File: config.mk
export PLATFORM = sky130hd
export DESIGN_NAME = dhfk_ctrl
export DESIGN_NICKNAME = d
export VERILOG_FILES = /design/src/dh_forward_kinematics_chain_assert.svh /design/src/dhfk_pkg.sv /design/src/dhfk_ctrl.sv
export SDC_FILE = /design/constraint.sdc
export NUM_CORES = 1
export LEC_CHECK = 0
export ABC_AREA = 1
export BUFFER_PORTS_ARGS = -buffer_cell sky130_fd_sc_hd__buf_2
export CAP_MARGIN = 10
export CORE_AREA = 2 2 72 74
export DETAILED_ROUTE_END_ITERATION = 8
export DIE_AREA = 0 0 74 76
export GPL_TIMING_DRIVEN = 0
export PLACE_DENSITY = 0.88
export SYNTH_ARGS = -nofsm -noshare
export SYNTH_HDL_FRONTEND = slang
export SYNTH_SLANG_ARGS = --single-unit
File: constraint.sdc
create_clock -name aclk -period 3.65 [get_ports aclk]
set_input_delay 0.1825 -clock aclk [delete_from_list [all_inputs] [get_ports aclk]]
set_output_delay 0.1825 -clock aclk [all_outputs]
set_load 0.02 [all_outputs]
File: src/dh_forward_kinematics_chain_assert.svh
// Assertion macros shared by the kinematics chain RTL.
`ifndef DH_FORWARD_KINEMATICS_CHAIN_ASSERT_SVH
`define DH_FORWARD_KINEMATICS_CHAIN_ASSERT_SVH

// The condition a at one edge implies b at the next edge.
`define DHFK_ASSERT_NEXT(lbl, clk, rstn, a, b) \
    lbl: assert property (@(posedge clk) disable iff (!rstn) (a) |=> (b)) \
        else $error("next-cycle check failed");

// The condition a at one edge implies b at the same edge.
`define DHFK_ASSERT_SAME(lbl, clk, rstn, a, b) \
    lbl: assert property (@(posedge clk) disable iff (!rstn) (a) |-> (b)) \
        else $error("same-cycle check failed");

`endif

File: src/dhfk_pkg.sv
// ----------------------------------------------------------------------------
// dhfk_pkg
// Types, constants and helper functions of the kinematics chain.
// ----------------------------------------------------------------------------
`timescale 1ns / 1ps
`default_nettype none

package dhfk_pkg;

    // One set of link parameters.
    typedef struct packed {
        logic [3:0]         link_index;
        logic [15:0]        joint_angle;
        logic [15:0]        link_twist;
        logic signed [31:0] link_length;
        logic signed [31:0] link_offset;
        logic               end_of_chain;
    } in_item_t;

    // One pose result.
    typedef struct packed {
        logic signed [31:0] rot_00;
        logic signed [31:0] rot_01;
        logic signed [31:0] rot_02;
        logic signed [31:0] rot_10;
        logic signed [31:0] rot_11;
        logic signed [31:0] rot_12;
        logic signed [31:0] rot_20;
        logic signed [31:0] rot_21;
        logic signed [31:0] rot_22;
        logic signed [47:0] pos_x;
        logic signed [47:0] pos_y;
        logic signed [47:0] pos_z;
    } out_item_t;

    // Register indexes of the configuration port.
    localparam logic [0:0] CFG_FIRST_LINK = 1'b0;
    localparam logic [0:0] CFG_LAST_LINK  = 1'b1;

    // Fixed-point constants.
    localparam logic [63:0]        ANGLE_STEP_Q62 = 64'h0000_C90F_DAA2_2169;
    localparam logic [63:0]        Q62_ONE        = 64'h4000_0000_0000_0000;
    localparam logic signed [31:0] Q30_ONE        = 32'sh4000_0000;
    localparam logic [3:0]         SERIES_TERMS   = 4'd12;

    // Operand selects of the wide (series) multiply.
    typedef enum logic [1:0] {WA_ANGLE, WA_X, WA_ST, WA_CT} wide_a_t;
    typedef enum logic [1:0] {WB_STEP, WB_X, WB_X2} wide_b_t;

    // Operand selects of the Q30 multiply.
    typedef enum logic [2:0] {FA_ROT, FA_NSTH, FA_STH, FA_CTH, FA_NCTH, FA_LEN} fix_a_t;
    typedef enum logic [2:0] {FB_CA, FB_SA, FB_CTH, FB_STH, FB_LR, FB_LP} fix_b_t;

    // Register write operations of the datapath.
    typedef enum logic [3:0] {
        WR_NONE, WR_X, WR_X2, WR_DIV, WR_ST, WR_CT, WR_TRIG, WR_LR_INIT,
        WR_LR, WR_LP, WR_NROT, WR_NPOS, WR_COMMIT, WR_EMIT, WR_RESET
    } wr_op_t;

    // Controller states.
    typedef enum logic [3:0] {
        ST_IDLE, ST_DECIDE, ST_X, ST_X2, ST_TERM_S, ST_DIV_S, ST_TERM_C, ST_DIV_C,
        ST_TRIG, ST_LINK, ST_ROT, ST_POS, ST_COMMIT, ST_EMIT, ST_FINISH
    } state_t;

    // Commands from the controller to the datapath.
    typedef struct packed {
        logic       load_item;
        logic       mul_en;
        logic       mul_wide;
        logic [1:0] pp;
        wide_a_t    wa;
        wide_b_t    wb;
        fix_a_t     fa;
        fix_b_t     fb;
        logic [3:0] rot_idx;
        logic [3:0] lr_idx;
        logic [1:0] lp_idx;
        logic [1:0] pos_idx;
        logic       acc_clr;
        logic       acc_load_pos;
        logic       angle_sel;
        logic       term_odd;
        logic       div_cos;
        logic [3:0] term_k;
        wr_op_t     wr_op;
        logic [3:0] wr_idx;
    } cmd_t;

    // Status from the datapath to the controller.
    typedef struct packed {
        logic [3:0] link_index;
        logic       end_of_chain;
        logic       div_busy;
        logic       out_full;
    } stat_t;

    // Divisor of series term k: (2k)(2k+1) for sine, (2k-1)(2k) for cosine.
    function automatic logic [9:0] series_divisor(logic [3:0] k, logic is_cos);
        logic [9:0] k2;
        k2 = {5'b0, k, 1'b0};
        if (is_cos) begin
            return 10'((k2 - 10'd1) * k2);
        end
        return 10'(k2 * (k2 + 10'd1));
    endfunction

endpackage

`default_nettype wire

File: src/dhfk_ctrl.sv
// ----------------------------------------------------------------------------
// dhfk_ctrl
// Sequencer of the chain: item decision, sine and cosine series, link transform,
// pose product, result hand-off and the configuration registers.
// ----------------------------------------------------------------------------
`timescale 1ns / 1ps
`default_nettype none

module dhfk_ctrl #(
    parameter int MAX_LINKS = 16
) (
    input  wire logic            aclk,
    input  wire logic            aresetn,
    input  wire logic            s_valid,
    output logic                 s_ready,
    input  wire logic            cfg_wr_en,
    input  wire logic [0:0]      cfg_addr,
    input  wire logic [3:0]      cfg_wdata,
    input  wire dhfk_pkg::stat_t stat,
    output dhfk_pkg::cmd_t       cmd
);

    dhfk_pkg::state_t state_reg, state_next;
    logic [2:0] step_reg, step_next;
    logic [2:0] m_reg, m_next;
    logic [1:0] i_reg, i_next;
    logic [1:0] j_reg, j_next;
    logic [3:0] k_reg, k_next;
    logic       ang_reg, ang_next;
    logic       emit_reg, emit_next;
    logic       fin_reg, fin_next;
    logic [3:0] first_reg, last_reg;
    logic       active, apply, emit;

    // Item decision against the configured range.
    assign active = !fin_reg && (last_reg >= first_reg);
    assign apply  = active && (stat.link_index >= first_reg) &&
                    (stat.link_index <= last_reg) && (int'(stat.link_index) < MAX_LINKS);
    assign emit   = active && ((stat.link_index == last_reg) || stat.end_of_chain);

    // Configuration registers.
    always_ff @(posedge aclk) begin
        if (!aresetn) begin
            first_reg <= 4'd0;
            last_reg  <= 4'd15;
        end else if (cfg_wr_en) begin
            case (cfg_addr)
                dhfk_pkg::CFG_FIRST_LINK: first_reg <= cfg_wdata;
                dhfk_pkg::CFG_LAST_LINK:  last_reg  <= cfg_wdata;
                default: begin
                end
            endcase
        end
    end

    // Control registers.
    always_ff @(posedge aclk) begin
        if (!aresetn) begin
            state_reg <= dhfk_pkg::ST_IDLE;
            step_reg  <= '0;
            m_reg     <= '0;
            i_reg     <= '0;
            j_reg     <= '0;
            k_reg     <= '0;
            ang_reg   <= 1'b0;
            emit_reg  <= 1'b0;
            fin_reg   <= 1'b0;
        end else begin
            state_reg <= state_next;
            step_reg  <= step_next;
            m_reg     <= m_next;
            i_reg     <= i_next;
            j_reg     <= j_next;
            k_reg     <= k_next;
            ang_reg   <= ang_next;
            emit_reg  <= emit_next;
            fin_reg   <= fin_next;
        end
    end

    // Next state and counters.
    always_comb begin
        state_next = state_reg;
        step_next  = step_reg + 3'd1;
        m_next     = m_reg;
        i_next     = i_reg;
        j_next     = j_reg;
        k_next     = k_reg;
        ang_next   = ang_reg;
        emit_next  = emit_reg;
        fin_next   = fin_reg;
        case (state_reg)
            dhfk_pkg::ST_IDLE: begin
                step_next = '0;
                if (s_valid) begin
                    state_next = dhfk_pkg::ST_DECIDE;
                end
            end
            dhfk_pkg::ST_DECIDE: begin
                step_next = '0;
                emit_next = emit;
                ang_next  = 1'b0;
                if (apply) begin
                    state_next = dhfk_pkg::ST_X;
                end else if (emit) begin
                    state_next = dhfk_pkg::ST_EMIT;
                end else begin
                    state_next = dhfk_pkg::ST_FINISH;
                end
            end
            dhfk_pkg::ST_X: begin
                if (step_reg == 3'd5) begin
                    step_next  = '0;
                    state_next = dhfk_pkg::ST_X2;
                end
            end
            dhfk_pkg::ST_X2: begin
                if (step_reg == 3'd5) begin
                    step_next  = '0;
                    k_next     = 4'd1;
                    state_next = dhfk_pkg::ST_TERM_S;
                end
            end
            dhfk_pkg::ST_TERM_S: begin
                if (step_reg == 3'd5) begin
                    step_next  = '0;
                    state_next = dhfk_pkg::ST_DIV_S;
                end
            end
            dhfk_pkg::ST_DIV_S: begin
                step_next = '0;
                if (!stat.div_busy) begin
                    state_next = dhfk_pkg::ST_TERM_C;
                end
            end
            dhfk_pkg::ST_TERM_C: begin
                if (step_reg == 3'd5) begin
                    step_next  = '0;
                    state_next = dhfk_pkg::ST_DIV_C;
                end
            end
            dhfk_pkg::ST_DIV_C: begin
                step_next = '0;
                if (!stat.div_busy) begin
                    if (k_reg == dhfk_pkg::SERIES_TERMS) begin
                        state_next = dhfk_pkg::ST_TRIG;
                    end else begin
                        k_next     = k_reg + 4'd1;
                        state_next = dhfk_pkg::ST_TERM_S;
                    end
                end
            end
            dhfk_pkg::ST_TRIG: begin
                step_next = '0;
                if (!ang_reg) begin
                    ang_next   = 1'b1;
                    state_next = dhfk_pkg::ST_X;
                end else begin
                    m_next     = '0;
                    state_next = dhfk_pkg::ST_LINK;
                end
            end
            dhfk_pkg::ST_LINK: begin
                if (step_reg == 3'd2) begin
                    step_next = '0;
                    if (m_reg == 3'd5) begin
                        i_next     = '0;
                        j_next     = '0;
                        state_next = dhfk_pkg::ST_ROT;
                    end else begin
                        m_next = m_reg + 3'd1;
                    end
                end
            end
            dhfk_pkg::ST_ROT: begin
                if (step_reg == 3'd4) begin
                    step_next = '0;
                    if (j_reg == 2'd2) begin
                        j_next = '0;
                        if (i_reg == 2'd2) begin
                            i_next     = '0;
                            state_next = dhfk_pkg::ST_POS;
                        end else begin
                            i_next = i_reg + 2'd1;
                        end
                    end else begin
                        j_next = j_reg + 2'd1;
                    end
                end
            end
            dhfk_pkg::ST_POS: begin
                if (step_reg == 3'd4) begin
                    step_next = '0;
                    if (i_reg == 2'd2) begin
                        state_next = dhfk_pkg::ST_COMMIT;
                    end else begin
                        i_next = i_reg + 2'd1;
                    end
                end
            end
            dhfk_pkg::ST_COMMIT: begin
                step_next  = '0;
                state_next = emit_reg ? dhfk_pkg::ST_EMIT : dhfk_pkg::ST_FINISH;
            end
            dhfk_pkg::ST_EMIT: begin
                step_next = '0;
                if (!stat.out_full) begin
                    fin_next   = !stat.end_of_chain;
                    state_next = dhfk_pkg::ST_FINISH;
                end
            end
            dhfk_pkg::ST_FINISH: begin
                step_next = '0;
                if (stat.end_of_chain) begin
                    fin_next = 1'b0;
                end
                state_next = dhfk_pkg::ST_IDLE;
            end
            default: begin
                step_next  = '0;
                state_next = dhfk_pkg::ST_IDLE;
            end
        endcase
    end

    // Datapath commands for each state.
    always_comb begin
        cmd           = '0;
        cmd.wa        = dhfk_pkg::WA_ANGLE;
        cmd.wb        = dhfk_pkg::WB_STEP;
        cmd.fa        = dhfk_pkg::FA_ROT;
        cmd.fb        = dhfk_pkg::FB_LR;
        cmd.wr_op     = dhfk_pkg::WR_NONE;
        cmd.angle_sel = ang_reg;
        cmd.term_k    = k_reg;
        cmd.term_odd  = k_reg[0];
        cmd.pp        = step_reg[1:0];
        cmd.pos_idx   = i_reg;
        case (state_reg)
            dhfk_pkg::ST_IDLE: begin
                cmd.load_item = s_valid;
            end
            dhfk_pkg::ST_X, dhfk_pkg::ST_X2, dhfk_pkg::ST_TERM_S, dhfk_pkg::ST_TERM_C: begin
                // Four partial products, the last accumulate, then the write.
                cmd.mul_wide = 1'b1;
                cmd.mul_en   = (step_reg < 3'd4);
                cmd.acc_clr  = (step_reg == 3'd0);
                case (state_reg)
                    dhfk_pkg::ST_X: begin
                        cmd.wa = dhfk_pkg::WA_ANGLE;
                        cmd.wb = dhfk_pkg::WB_STEP;
                        if (step_reg == 3'd5) cmd.wr_op = dhfk_pkg::WR_X;
                    end
                    dhfk_pkg::ST_X2: begin
                        cmd.wa = dhfk_pkg::WA_X;
                        cmd.wb = dhfk_pkg::WB_X;
                        if (step_reg == 3'd5) cmd.wr_op = dhfk_pkg::WR_X2;
                    end
                    dhfk_pkg::ST_TERM_S: begin
                        cmd.wa      = dhfk_pkg::WA_ST;
                        cmd.wb      = dhfk_pkg::WB_X2;
                        cmd.div_cos = 1'b0;
                        if (step_reg == 3'd5) cmd.wr_op = dhfk_pkg::WR_DIV;
                    end
                    default: begin
                        cmd.wa      = dhfk_pkg::WA_CT;
                        cmd.wb      = dhfk_pkg::WB_X2;
                        cmd.div_cos = 1'b1;
                        if (step_reg == 3'd5) cmd.wr_op = dhfk_pkg::WR_DIV;
                    end
                endcase
            end
            dhfk_pkg::ST_DIV_S: begin
                if (!stat.div_busy) cmd.wr_op = dhfk_pkg::WR_ST;
            end
            dhfk_pkg::ST_DIV_C: begin
                if (!stat.div_busy) cmd.wr_op = dhfk_pkg::WR_CT;
            end
            dhfk_pkg::ST_TRIG: begin
                cmd.wr_op = dhfk_pkg::WR_TRIG;
            end
            dhfk_pkg::ST_LINK: begin
                // Single rounded products of the link transform.
                cmd.mul_en  = (step_reg == 3'd0);
                cmd.acc_clr = (step_reg == 3'd0);
                case (m_reg)
                    3'd0: begin
                        cmd.fa = dhfk_pkg::FA_NSTH; cmd.fb = dhfk_pkg::FB_CA;
                        cmd.wr_idx = 4'd1;
                    end
                    3'd1: begin
                        cmd.fa = dhfk_pkg::FA_STH;  cmd.fb = dhfk_pkg::FB_SA;
                        cmd.wr_idx = 4'd2;
                    end
                    3'd2: begin
                        cmd.fa = dhfk_pkg::FA_CTH;  cmd.fb = dhfk_pkg::FB_CA;
                        cmd.wr_idx = 4'd4;
                    end
                    3'd3: begin
                        cmd.fa = dhfk_pkg::FA_NCTH; cmd.fb = dhfk_pkg::FB_SA;
                        cmd.wr_idx = 4'd5;
                    end
                    3'd4: begin
                        cmd.fa = dhfk_pkg::FA_LEN;  cmd.fb = dhfk_pkg::FB_CTH;
                        cmd.wr_idx = 4'd0;
                    end
                    default: begin
                        cmd.fa = dhfk_pkg::FA_LEN;  cmd.fb = dhfk_pkg::FB_STH;
                        cmd.wr_idx = 4'd1;
                    end
                endcase
                if (step_reg == 3'd0 && m_reg == 3'd0) begin
                    cmd.wr_op = dhfk_pkg::WR_LR_INIT;
                end else if (step_reg == 3'd2) begin
                    cmd.wr_op = (m_reg >= 3'd4) ? dhfk_pkg::WR_LP : dhfk_pkg::WR_LR;
                end
            end
            dhfk_pkg::ST_ROT: begin
                // Row i of the pose times column j of the link rotation.
                cmd.mul_en  = (step_reg < 3'd3);
                cmd.acc_clr = (step_reg == 3'd0);
                cmd.fa      = dhfk_pkg::FA_ROT;
                cmd.fb      = dhfk_pkg::FB_LR;
                cmd.rot_idx = 4'(i_reg * 3) + 4'(step_reg[1:0]);
                cmd.lr_idx  = 4'(step_reg[1:0] * 3) + 4'(j_reg);
                cmd.wr_idx  = 4'(i_reg * 3) + 4'(j_reg);
                if (step_reg == 3'd4) cmd.wr_op = dhfk_pkg::WR_NROT;
            end
            dhfk_pkg::ST_POS: begin
                // Row i of the pose times the link offset, on top of the old position.
                cmd.mul_en       = (step_reg < 3'd3);
                cmd.acc_load_pos = (step_reg == 3'd0);
                cmd.fa           = dhfk_pkg::FA_ROT;
                cmd.fb           = dhfk_pkg::FB_LP;
                cmd.rot_idx      = 4'(i_reg * 3) + 4'(step_reg[1:0]);
                cmd.lp_idx       = step_reg[1:0];
                cmd.wr_idx       = 4'(i_reg);
                if (step_reg == 3'd4) cmd.wr_op = dhfk_pkg::WR_NPOS;
            end
            dhfk_pkg::ST_COMMIT: begin
                cmd.wr_op = dhfk_pkg::WR_COMMIT;
            end
            dhfk_pkg::ST_EMIT: begin
                if (!stat.out_full) cmd.wr_op = dhfk_pkg::WR_EMIT;
            end
            dhfk_pkg::ST_FINISH: begin
                if (stat.end_of_chain) cmd.wr_op = dhfk_pkg::WR_RESET;
            end
            default: begin
            end
        endcase
    end

    assign s_ready = (state_reg == dhfk_pkg::ST_IDLE);

endmodule

`default_nettype wire

==> impl_metrics.csv <==
group,metric,value,unit
status,status,"finished clean",
finish,fillers,459,
setup_path,critPathKind,"reg2out",
placement,dp_hpwl,5730,um
worst_hold_path,holdPathStages,3,
finish,antennaDiodeCount,0,
clock_tree,clk_pin_slew_worst_paths,0.08,ns
global_routing,overflow,0,
setup_path,critPathCaptureType,"primary output",
setup_path,critPathArrivalTime,2.41,ns
global_routing,grt_pass1_vias,2750,
setup_path,worstPathRequired,3.47,ns
timing,slew_viol_final,0,
clock_tree,cts_tree,"done",
placement,portBuffers,59,
die,die-height,76,um
pwr,p_leak,1.77,nW
die,core_area,4910,um2
setup_path,crit_fanout,8,
logic_synthesis,yosysWarnings,0,
finish,drive_above_1_share,22.6,%
logic_synthesis,synthTopCellsByArea,"dfxtp_1 (21%), ha_1 (15%), nand2_1 (11%), inv_1 (9.0%), nor2_1 (5.6%)",
die,io_pins,61,
clock_tree,h-tree-depth,2,
pwr,max-vdd-ir-drop,0.236,mV
finish,fin_nets,540,
timing,relSlewSlack,65.6,%
routing,wl,7420,um
setup_path,crit_start,"i_reg[0]$_SDFFE_PN0P_",
die,die_w,74,um
logic_synthesis,syn_area_per_cell,6.68,um2
routing,drc,0,
logic_synthesis,ys_types,42,
timing,fin_crit_sh,71.0,%
setup_path,endpoint,"cmd[2]",
logic_synthesis,netlist_area,2810,um2
timing,worst_pin_slew,0.516,ns
clock_tree,cts_setup_buffers,0,
global_routing,antenna_found_initial,0,
finish,area_delta_synth_final,17.1,%
setup_path,r2r_end,"state_reg[0]$_SDFFE_PN0P_",
timing,tns,0,ns
timing,setup_viol,0,
clock_tree,cts-resized-gates,0,
clock_tree,cts_hold_buf,0,
global_routing,track_usage,27.6,%
setup_path,r2r_cells,10,
pwr,power_density,415,nW/um2
routing,vias_per_cell,5.43,
timing,fmax,386,MHz
logic_synthesis,synthFlopType,"dfxtp_1",
routing,first_pass_iters,5,
timing,timing.final.ws_setup,1.06,ns
routing,drtIter0Drc,211,
setup_path,startpoint_type,"register",
logic_synthesis,yosys_register_bits,29,
logic_synthesis,ys_async_sr_fraction,0,%
logic_synthesis,synth_area_leader_cell,"dfxtp_1",
setup_path,rrSetupSlack,1.72,ns
die,fp.dieArea,5620,um2
clock_tree,root_buffer,"clkbuf_8",
logic_synthesis,synth_edf_count,0,
logic_synthesis,synthCells,420,
setup_path,worstReg2RegStart,"step_reg[1]$_SDFF_PN0_",
global_routing,grt_start_max_net_pins,11,
logic_synthesis,ys_seq_area_share,20.7,%
clock_tree,clockBufferDepth,2,
timing,timing.hold.ws,0.129,ns
timing,rsz0062_at_grt,"false",
die,start_util,57.1,%
global_routing,grt_pass1_wl,12300,um
timing,finalHoldViolCount,0,
clock_tree,clock_latency,0.29,ns
timing,min_period,2.59,ns
placement,place_congestion,0.956,
logic_synthesis,synth_top_area_share,20.7,%
run,drv_cap,0,
routing,antenna_left,0,
timing,finClkSkew,0.00853,ns
logic_synthesis,syn-num-nets,474,
placement,dp_slack,1.41,ns
clock_tree,cts_buffers,5,
placement,placed_cells,549,
routing,routedWlPerCell,13.3,um
routing,vias,3022,
finish,finalNonFillerCells,557,
die,rows,26,
clock_tree,clkSinkCount,29,
worst_hold_path,hold_path_class,"in2reg",
## kinds of logic (layout without fill, tap and decap cells)
kind of cell,Yosys count,after routing,synth area share (%)
adder cells (fa/ha/maj),38,38,18.0
buffers and inverters,90,157,13.1
AND/OR/NAND/NOR,174,174,27.9
XOR/XNOR,6,6,1.87
AO/OA/AOI/OAI,83,83,18.4
flip-flops,29,29,20.7
## cell usage after synthesis, drive strengths merged (2+ instances only)
master	n
a211oi	4
a21oi	28
a31oi	7
buf	8
clkbuf	4
dfxtp	29
fa	4
ha	34
inv	78
nand2	94
nand3	19
nor2	51
nor3	7
o2111ai	2
o211ai	6
o21ai	24
o221ai	3
o22ai	2
o311ai	2
xnor2	2
xor2	4
## layer usage
layer	wire, um	GRT usage [%]	share of wire, %	up-vias
li1	-	-	-	1494
met1	2970	33.0	40	1349
met2	3670	47.9	49	153
met3	567	3.84	7.6	26
met4	219	11.8	3.0	0
met5	0	0	0	-
## cells in the final DEF (no fill, tap or decap), types with 7 or more instances in the layout
cell type  count
dfxtp_1       29
o21ai_0       19
inv_1         67
inv_2         10
nand3_1       17
nor3_1         7
nor2_2         7
ha_1          34
a21oi_1       25
buf_2         60
buf_4          7
a31oi_1        7
nand2_1       85
nor2_1        42
## worst min-delay path by stage
stage | from | endpoint | slack (ns)
floorplan | cfg_wdata[0] | last_reg[0]$_SDFFE_PN1P_ | 0.31
global placement | cfg_wdata[2] | last_reg[2]$_SDFFE_PN1P_ | 0.41
detailed placement | cfg_wdata[1] | last_reg[1]$_SDFFE_PN1P_ | 0.43
CTS | cfg_wdata[1] | last_reg[1]$_SDFFE_PN1P_ | 0.13
global route | cfg_wdata[2] | last_reg[2]$_SDFFE_PN1P_ | 0.14
finish | cfg_wdata[1] | last_reg[1]$_SDFFE_PN1P_ | 0.13
## cell type report
cell class                 instances  area, um2  share of cell area (%)
buffer                            12       72.6                    2.21
clock buffer                       6       82.6                    2.51
clock inverter                     2       13.8                   0.419
inverter                          78        295                    8.99
multi-input combinational        301       1860                    56.5
sequential                        29        581                    17.7
tap                               70       87.6                    2.67
timing repair buffer              59        295                    8.99
## critical path: stages, from the launching register on
cell and delay, ns:
dfxtp_1 0.49, inv_1 0.16, ha_1 0.41, inv_1 0.10, fa_1 0.41, xor2_1 0.16
o32ai_1 0.16, buf_2 0.23
## report_power, final
group | switching, mW | internal, mW
clock network | 0.140 | 0.153
logic | 0.462 | 0.219
registers | 0.0379 | 0.352
total | 0.640 | 0.723
## stage by stage
stage               utilization, %  power, mW  area [um2]
CTS                           66.9       1.36        3280
global placement              64.9       1.04        3190
finish                        66.9       1.36        3280
detailed placement            64.9       1.06        3190
global route                  66.9       1.46        3280
floorplan                        -      0.890        2810
Power figures use the tool's default switching activity.
